==> src/hw/rtl/lge_pkg.sv <==
// ----------------------------------------------------------------------------
// lge_pkg
// Shared types and constants of the life grid engine: action codes, field
// widths, grid size defaults, the 3x3 window and border flag structs.
// ----------------------------------------------------------------------------
package lge_pkg;

	localparam int ACTION_W = 3;
	localparam int COORD_W  = 6;
	localparam int GEN_W    = 32;

	localparam int GRID_WIDTH_DEF  = 64;
	localparam int GRID_HEIGHT_DEF = 64;

	// action codes; codes above ACT_READ behave as a read
	localparam logic [ACTION_W-1:0] ACT_ADVANCE = 3'd0;
	localparam logic [ACTION_W-1:0] ACT_SET     = 3'd1;
	localparam logic [ACTION_W-1:0] ACT_CLEAR   = 3'd2;
	localparam logic [ACTION_W-1:0] ACT_TOGGLE  = 3'd3;
	localparam logic [ACTION_W-1:0] ACT_READ    = 3'd4;

	// B3/S23 neighbor counts
	localparam int NCOUNT_W = 4;
	localparam logic [NCOUNT_W-1:0] BIRTH_COUNT = 4'd3;
	localparam logic [NCOUNT_W-1:0] KEEP_LOW    = 4'd2;
	localparam logic [NCOUNT_W-1:0] KEEP_HIGH   = 4'd3;

	// 3x3 window around the center cell; in each row bit 0 is the right
	// neighbor (higher column), bit 1 the middle, bit 2 the left neighbor
	typedef struct packed {
		logic [2:0] up;
		logic [2:0] mid;
		logic [2:0] dn;
	} win_t;

	// center cell position flags for edge masking
	typedef struct packed {
		logic at_left;
		logic at_right;
		logic at_top;
		logic at_bottom;
	} border_t;

endpackage

==> src/hw/rtl/lge_rule.sv <==
// ----------------------------------------------------------------------------
// lge_rule
// B3/S23 update of one cell: mask neighbors beyond the grid edges, count the
// live ones and decide birth, survival or death.
// ----------------------------------------------------------------------------
module lge_rule (
	input  lge_pkg::win_t    win,
	input  lge_pkg::border_t border,
	output logic             next_alive
);

	logic [2:0]                     up_m;
	logic [2:0]                     mid_m;
	logic [2:0]                     dn_m;
	logic [lge_pkg::NCOUNT_W-1:0]   live;
	logic                           self_alive;

	always_comb begin
		up_m  = border.at_top    ? 3'b000 : win.up;
		mid_m = win.mid;
		dn_m  = border.at_bottom ? 3'b000 : win.dn;
		if (border.at_left) begin
			up_m[2]  = 1'b0;
			mid_m[2] = 1'b0;
			dn_m[2]  = 1'b0;
		end
		if (border.at_right) begin
			up_m[0]  = 1'b0;
			mid_m[0] = 1'b0;
			dn_m[0]  = 1'b0;
		end
		self_alive = win.mid[1];
		live = lge_pkg::NCOUNT_W'(up_m[0]) + lge_pkg::NCOUNT_W'(up_m[1])
		     + lge_pkg::NCOUNT_W'(up_m[2]) + lge_pkg::NCOUNT_W'(mid_m[0])
		     + lge_pkg::NCOUNT_W'(mid_m[2]) + lge_pkg::NCOUNT_W'(dn_m[0])
		     + lge_pkg::NCOUNT_W'(dn_m[1]) + lge_pkg::NCOUNT_W'(dn_m[2]);
		if (self_alive) begin
			next_alive = live inside {[lge_pkg::KEEP_LOW:lge_pkg::KEEP_HIGH]};
		end else begin
			next_alive = (live == lge_pkg::BIRTH_COUNT);
		end
	end

endmodule

==> config.mk <==
export PLATFORM = sky130hd
export DESIGN_NAME = lge_rule
export DESIGN_NICKNAME = d
export VERILOG_FILES = /design/src/hw/rtl/lge_pkg.sv /design/src/hw/rtl/lge_rule.sv
export SDC_FILE = /design/constraint.sdc
export NUM_CORES = 1
export LEC_CHECK = 0
export BUFFER_PORTS_ARGS = -buffer_cell sky130_fd_sc_hd__buf_4
export CAP_MARGIN = 20
export CORE_AREA = 10 10 47 49
export DETAILED_ROUTE_END_ITERATION = 10
export DIE_AREA = 0 0 57 59
export GPL_TIMING_DRIVEN = 0
export PLACE_DENSITY = 0.36
export SYNTH_ARGS = -nofsm -noshare
export SYNTH_HDL_FRONTEND = slang
export SYNTH_SLANG_ARGS = --single-unit
export TNS_END_PERCENT = 10
==> constraint.sdc <==
create_clock -name vclk -period 6.74
set_input_delay 1.348 -clock vclk [all_inputs]
set_output_delay 1.348 -clock vclk [all_outputs]
set_load 0.02 [all_outputs]
==> metrics.md <==
| Metric | Value |
|---|---|
| Vert. Die Dim | 59 um |
| Core Area | 1400 sq um |
| Vias/cell | 4.02 |
| Areal power density over the cells | 86.9 nW/um^2 |
| Starting DRC count in detailed routing | 3 |
| DP HPWL | 604 um |
| Leading cell type in the layout, fill and taps excluded | buf_4 |
| Via total after detailed routing | 233 |
| Mapped Area | 228 sq um |
| Post_cts resized | 0 |
| Overall die area | 3360 sq um |
| Routability cong. | 0.712 |
| RSZ-0062 raised after global routing | no |
| Final setup violation count | 0 |
| Post-route core utilization | 0.252 |
| Area growth from synthesis to layout | 54.9% |
| Hold bufs inserted after CTS | 0 |
| Final Hold Slack | 3140 ps |
| Distinct cells, synth | 10 |
| Routed wire length | 631 um |
| Hold crit path type | in2out |
| Maximum frequency from static timing analysis | 169 MHz |
| Clock buffer count | 0 |
| Worst setup margin | 840 ps |
| Endpoint kind of the worst setup timing path | output pin |
| Max-cap viol count | 0 |
| Result of the run | finished, final reports clean |
| CP max FO | 3 |
| Worst Tran Pin Value | 288 ps |
| Register area share after synthesis | 0 |
| Setup slack at placement | 791 ps |
| Layout Nets | 64 |
| Die extent in x | 57 um |
| Total global-route track usage | 0.0403 |
| Drt pass-1 iters | 4 |
| Number of global-route vias before repair | 284 |
| Commonest cells after routing, fill and taps aside | buf_4 (14), inv_1 (7), fa_1 (4) |
| Slew Limit Fails | 0 |
| Post-CTS setup buffer count | 0 |
| Final worst path period share | 0.875 |
| Global-route wire length before repair | 1.18 mm |
| Number of port buffers | 14 |
| Setup total negative slack | 0 ps |
| Number of antenna violations at the first check in global routing | 0 |
| Top-level port count | 14 |
| Critical Path RT | 5390 ps |
| Worst setup path start | border[2] |
| Leakage | 0.176 nW |
| Post-synth net total | 48 |
| Share of cells above drive strength 1 | 0.357 |
| Count of sequential standard cells | 0 |
| Critical path data arrival time | 4550 ps |
| Final antenna-violating net count | 0 |
| Clock period minus final worst setup slack | 5900 ps |
| Setup crit start kind | input port |
| Power after layout | 0.0000307 W |
| Drc violations | 0 |
| Warnings, synthesis | 0 |
| Worst relative slew slack | 0.808 |
| Pin count of the biggest net entering global routing | 4 |
| Routed length per instance | 10.9 um |
| Endpoint of the most critical setup path | next_alive |
| Cell Rows | 14 |
| Final hold violations | 0 |
| Post-Synthesis Cells | 28 |
| Worst voltage drop across the vdd grid | 0.0000429 V |
| Aggregate global routing overflow | 0 |
| Crit Path Class | in2out |
| Footprint of the multi-input gates | 201 sq um |
| Number of antenna diodes | 0 |
| Starting utilization of the core area | 0.162 |
| Final-layout fill cell count | 172 |
| Syn_area_per_cell | 8.13 sq um |
| Register area | 0 sq um |
==> worst min-delay path by stage <==
| stage | startpoint | cells past startpoint | to | slack (ps) |
|---|---|---|---|---|
| floorplan | win[4] | 2 | next_alive | 2890 |
| global placement | win[4] | 4 | next_alive | 3120 |
| detailed placement | win[4] | 4 | next_alive | 3150 |
| CTS | win[4] | 4 | next_alive | 3150 |
| global route | win[4] | 4 | next_alive | 3160 |
| finish | win[4] | 4 | next_alive | 3140 |
==> worst max-delay path, stage by stage <==
cell	delay [ps]
buf_4	120
nor3b_1	280
fa_1	460
inv_1	90
fa_1	420
fa_1	550
inv_1	40
ha_1	200
inv_1	70
fa_1	420
a2111oi_2	340
buf_4	200
==> per-stage QoR <==
| stage | instance area (sq um) | cells |
|---|---|---|
| 6_report | 353 | 58 |
| 5_1_grt | 353 | 58 |
| 4_1_cts | 353 | 58 |
| 3_5_place_dp | 353 | 58 |
| 3_3_place_gp | 353 | 58 |
| 2_1_floorplan | 228 | 28 |
==> routing by layer <==
| layer | GRT usage | routed length [um] | vias up |
|---|---|---|---|
| met5 | 0 | 0 | - |
| met4 | 0 | 0 | 0 |
| met3 | 0.0107 | 66 | 0 |
| met2 | 0.0744 | 309 | 11 |
| met1 | 0.0478 | 255 | 107 |
| li1 | - | - | 115 |
==> synthesized netlist by cell type <==
cell	n	area (sq um)
a2111oi_2	1	15.0
a31oi_1	1	6.26
fa_1	4	80.1
inv_1	7	26.3
nand2b_1	2	12.5
nor2_1	3	11.3
nand2_1	3	11.3
nor3b_1	2	15.0
ha_1	3	37.5
nor2b_1	2	12.5
==> final cells by class <==
| class | instances | share of cell area |
|---|---|---|
| Inverter | 7 | 0.0745 |
| Timing Repair Buffer | 14 | 0.298 |
| Tap cell | 16 | 0.0567 |
| Multi-Input combinational cell | 21 | 0.571 |
==> report_power, final <==
| group | switching, W | internal, W | total, W | leakage [nW] |
|---|---|---|---|---|
| clock | 0 | 0 | 0 | 0 |
| sequential | 0 | 0 | 0 | 0 |
| combinational | 0.0000145 | 0.0000161 | 0.0000307 | 0.176 |
==> kinds of logic after synthesis <==
group,synth area share
buf+inv,0.115
simple gates,0.275
fa+ha+maj,0.517
compound gates,0.0934
No activity file was read; power rests on OpenSTA's default activity.
