`src/hw/rtl/lge_pkg.sv`:
```
// ----------------------------------------------------------------------------
// lge_pkg
// Shared types and constants of the life grid engine: action codes, field
// widths, grid size defaults, the 3x3 window and border flag structs.
// ----------------------------------------------------------------------------
package lge_pkg;

	localparam int ACTION_W = 3;
	localparam int COORD_W  = 6;
	localparam int GEN_W    = 32;

	localparam int GRID_WIDTH_DEF  = 64;
	localparam int GRID_HEIGHT_DEF = 64;

	// action codes; codes above ACT_READ behave as a read
	localparam logic [ACTION_W-1:0] ACT_ADVANCE = 3'd0;
	localparam logic [ACTION_W-1:0] ACT_SET     = 3'd1;
	localparam logic [ACTION_W-1:0] ACT_CLEAR   = 3'd2;
	localparam logic [ACTION_W-1:0] ACT_TOGGLE  = 3'd3;
	localparam logic [ACTION_W-1:0] ACT_READ    = 3'd4;

	// B3/S23 neighbor counts
	localparam int NCOUNT_W = 4;
	localparam logic [NCOUNT_W-1:0] BIRTH_COUNT = 4'd3;
	localparam logic [NCOUNT_W-1:0] KEEP_LOW    = 4'd2;
	localparam logic [NCOUNT_W-1:0] KEEP_HIGH   = 4'd3;

	// 3x3 window around the center cell; in each row bit 0 is the right
	// neighbor (higher column), bit 1 the middle, bit 2 the left neighbor
	typedef struct packed {
		logic [2:0] up;
		logic [2:0] mid;
		logic [2:0] dn;
	} win_t;

	// center cell position flags for edge masking
	typedef struct packed {
		logic at_left;
		logic at_right;
		logic at_top;
		logic at_bottom;
	} border_t;

endpackage

```
`src/hw/rtl/lge_window.sv`:
```
// ----------------------------------------------------------------------------
// lge_window
// Chain of one-bit cells, two grid rows plus three long. Cells enter in
// raster order and every cell hands its bit to the next on each shift; fixed
// taps give the 3x3 neighborhood of the cell at the middle of the chain.
// ----------------------------------------------------------------------------
module lge_window #(
	parameter int GRID_WIDTH = lge_pkg::GRID_WIDTH_DEF
) (
	input  logic          clk,
	input  logic          shift_en,
	input  logic          bit_in,
	output lge_pkg::win_t win
);

	localparam int CHAIN_LEN = 2 * GRID_WIDTH + 3;

	logic [CHAIN_LEN-1:0] chain_q;

	always_ff @(posedge clk) begin
		if (shift_en) begin
			chain_q <= {chain_q[CHAIN_LEN-2:0], bit_in};
		end
	end

	assign win.dn  = chain_q[2:0];
	assign win.mid = chain_q[GRID_WIDTH+2:GRID_WIDTH];
	assign win.up  = chain_q[2*GRID_WIDTH+2:2*GRID_WIDTH];

endmodule

```
`config.mk`:
```
export PLATFORM = sky130hd
export DESIGN_NAME = lge_window
export DESIGN_NICKNAME = d
export VERILOG_FILES = /design/src/hw/rtl/lge_pkg.sv /design/src/hw/rtl/lge_window.sv
export SDC_FILE = /design/constraint.sdc
export NUM_CORES = 1
export LEC_CHECK = 0
export BUFFER_PORTS_ARGS = -buffer_cell sky130_fd_sc_hd__buf_2
export CAP_MARGIN = 20
export CORE_ASPECT_RATIO = 0.9
export CORE_MARGIN = 2
export CORE_UTILIZATION = 60
export DETAILED_ROUTE_END_ITERATION = 16
export PLACE_DENSITY = 0.87
export SLEW_MARGIN = 20
export SYNTH_ARGS = -nofsm -noshare
export SYNTH_HDL_FRONTEND = slang
export SYNTH_SLANG_ARGS = --single-unit
```
`constraint.sdc`:
```
create_clock -name clk -period 1.9 [get_ports clk]
set_clock_uncertainty 0.1 [all_clocks]
set_input_delay 0.095 -clock clk [delete_from_list [all_inputs] [get_ports clk]]
set_output_delay 0.095 -clock clk [all_outputs]
set_load 0.1 [all_outputs]
```
==> flow_summary_export.csv <==
group,metric,value,unit
worst_setup_path,critPathBufInv,1,
final_layout,antenna-diode-count,0,
worst_setup_path,timing.critical_path.fanout_max,2,
synthesis,synth_top_family_by_area,"buffers and inverters",
synthesis,netlist-cell-type-count,2,
synthesis,yosys_warnings,0,
sta,timing.fmax,0.646,GHz
detailed_routing,routedWlPerCell,17.4,um
worst_setup_path,reg2regPathDepth,0,
detailed_routing,detail_route.drc_violations,0,
floorplanning,placeableCoreArea,6520,um2
placement,preCtsSetupSlack,0.635,ns
pwr,power,6.38,mW
pwr,power.ir.vdd_worst,0.000909,V
grt,grt_start_max_net_pins,42,
floorplanning,die_area,7340,um2
sta,finalWorstSetupSlack,0.352,ns
detailed_routing,first_iter_violations,128,
clock_network,cts-htree-levels,4,
worst_setup_path,worstPathArrival,1.35,ns
floorplanning,ports_placed_on_the_boundary,12,
grt,grt_pass1_vias,1321,
floorplanning,die_height,81.5,um
synthesis,synth-xor-area-share,0,
clock_network,clkSlewWorstSetupHoldPaths,0.06,ns
pwr,power.static_leakage,1.62,nW
synthesis,synth.mux.area_fraction,0,
clock_network,clock_path_buffers,2,
worst_setup_path,startpoint,"chain_q[65]$_DFFE_PP_",
worst_setup_path,slowest_library_cell_on_the_worst_path,"sky130_fd_sc_hd__buf_2",
floorplanning,dieWidth,90.1,um
synthesis,number_of_nets_in_the_synthesized_netlist,143,
sta,worstMarginPinSlew,0.537,ns
sta,timing.slew.headroom,0.642,
worst_setup_path,cp.required,1.70,ns
worst_setup_path,crit_end,"win[4]",
grt,gr-usage-all-layers,0.142,
final_layout,combined_area_of_the_multi_input_logic_cells,0,um2
synthesis,synth_seq_area_share,0.983,
placement,detailedPlacementHpwl,2130,um
worst_setup_path,timing.reg2reg.setup_slack,1.09,ns
worst_setup_path,worstPathCellList,"buf_2",
grt,grt_pass1_wl,7150,um
synthesis,synth-seq-cells,131,
clock_network,tritoncts_num_sinks,131,
job,drv.max_cap_violation_count,0,
worst_setup_path,critPathTopFamily,"buffers and inverters",
sta,setup_viol,0,
synthesis,synth_simple_gate_area_frac,0,
synthesis,syn-cell-area,4000,um2
clock_network,tritoncts,"built",
sta,hold_viol,0,
hold_path,min_path_type,"in2reg",
synthesis,post_synth_fa_ha_maj_area_fraction,0,
final_layout,num-multi-input-gates,0,
sta,finalSetupTns,0,ns
worst_setup_path,critical_path.endpoint_type,"primary output",
synthesis,synth_compound_gate_area_share,0,
worst_setup_path,critical-path-max-stage-delay,0.45,ns
pwr,pwr_density_cell,1350,nW/um2
final_layout,layout-drive-gt1-share,0.227,
floorplanning,start_util,0.614,
detailed_routing,detailedRoute.firstPassIterationCount,4,
final_layout,largest_register_ffs,131,
detailed_routing,drtAntennaViolNets,0,
worst_setup_path,worst_r2r_startpoint,"chain_q[65]$_DFFE_PP_",
detailed_routing,route.final.wire_length,4720,um
synthesis,avgSynthCellArea,28.6,um2
final_layout,biggestRegsByFlops,"chain_q: 131 flops",
placement,io_buffers,11,
final_layout,stdcell_area,4720,um2
final_layout,max_flop_register,"chain_q",
final_layout,design.final.nets,171,
placement,routabilityCongestion,0.713,
worst_setup_path,timing.rr.end,"chain_q[66]$_DFFE_PP_",
synthesis,post_synthesis_instance_total,140,
worst_setup_path,critPathKind,"reg2out",
sta,finalCritPeriodShare,0.815,
outcome,status,"finished, final reports clean",
placement,postPlaceCellArea,4180,um2
worst_setup_path,crit_path_start_kind,"flop",
floorplanning,floorplan.rows,28,
sta,final_max_slew_viol_count,0,
clock_network,cells_resized_by_post_cts_repair,0,
clock_network,worstSkewPairLatency,0.50,ns
clock_network,clk_root_buffer_cell,"sky130_fd_sc_hd__clkbuf_8",
grt,global_route.overflow_total,0,
sta,layout_min_cycle_time,1.55,ns
worst_setup_path,critical_path_cell_count,1,
final_layout,area.growth.synth_to_final,17.9,%
detailed_routing,via_count,1327,
detailed_routing,mean_number_of_vias_per_cell,4.90,
clock_network,tritoncts.num_buffers,17,
sta,unrepaired_setup_endpoints_after_global_routing,"no",
grt,initial_antenna_violation_count,0,
per-layer routing:
layer  part of all wire  vias to the layer above  global-route usage
met5                  0                        -                   0
met2               0.44                       23               0.194
met4              0.012                        0              0.0785
met3              0.028                        6              0.0606
li1                   -                      613                   -
met1               0.52                      685               0.197
metrics by stage:
step / utilization / hold slack, ns / std cells
floorplan: - / 0.0939 / 140
global placement: 0.641 / 0.174 / 237
detailed placement: 0.641 / 0.186 / 237
CTS: 0.724 / 0.185 / 271
global route: 0.724 / 0.201 / 271
finish: 0.724 / 0.204 / 271
what timing repair did:
action / 4_1_cts / 5_1_grt
hold buffers: 2 / 0
hold endpoints to repair: 37 / 0
buffers inserted: 0 / 0
where the power goes:
group	internal (mW)	leakage [nW]	switching [mW]
clock network	1.71	0.245	1.10
registers	3.37	1.28	0.0507
logic	0.0267	0.0903	0.138
total	5.10	1.62	1.28
cells in the mapped netlist:
cell type                    n  area [um2]
sky130_fd_sc_hd__buf_4       9        67.6
sky130_fd_sc_hd__edfxtp_1  131        3930
layout make-up:
type | instances | area, um2
fillers | 378 | 1800
clock buffers | 20 | 425
well taps | 90 | 113
clock inverters | 12 | 91.3
flip-flops and latches | 131 | 3930
repair buffers | 18 | 153
logic make-up (layout without fill, tap and decap cells):
group | after synthesis | after routing
flip-flops | 131 | 131
buffers and inverters | 9 | 50
worst min-delay path by stage:
stage	start	end	slack, ns	depth (start not counted)
final	bit_in	chain_q[0]$_DFFE_PP_	0.20	2
after global routing	bit_in	chain_q[0]$_DFFE_PP_	0.20	2
after CTS	bit_in	chain_q[0]$_DFFE_PP_	0.19	2
after detailed placement	bit_in	chain_q[0]$_DFFE_PP_	0.19	1
after global placement	bit_in	chain_q[0]$_DFFE_PP_	0.17	1
after floorplan	bit_in	chain_q[0]$_DFFE_PP_	0.09	0
placed cells by master (no fill, tap or decap):
master and count:
sky130_fd_sc_hd__edfxtp_1 131, sky130_fd_sc_hd__clkbuf_16 16, sky130_fd_sc_hd__buf_2 10, sky130_fd_sc_hd__clkinv_1 4
sky130_fd_sc_hd__clkinvlp_4 3, sky130_fd_sc_hd__clkbuf_1 3, sky130_fd_sc_hd__clkinv_2 3, sky130_fd_sc_hd__buf_4 3
sky130_fd_sc_hd__buf_12 3, sky130_fd_sc_hd__dlygate4sd3_1 2, sky130_fd_sc_hd__clkbuf_8 1, sky130_fd_sc_hd__clkinv_4 1
sky130_fd_sc_hd__bufinv_16 1
No activity file was read; power rests on OpenSTA's default activity.
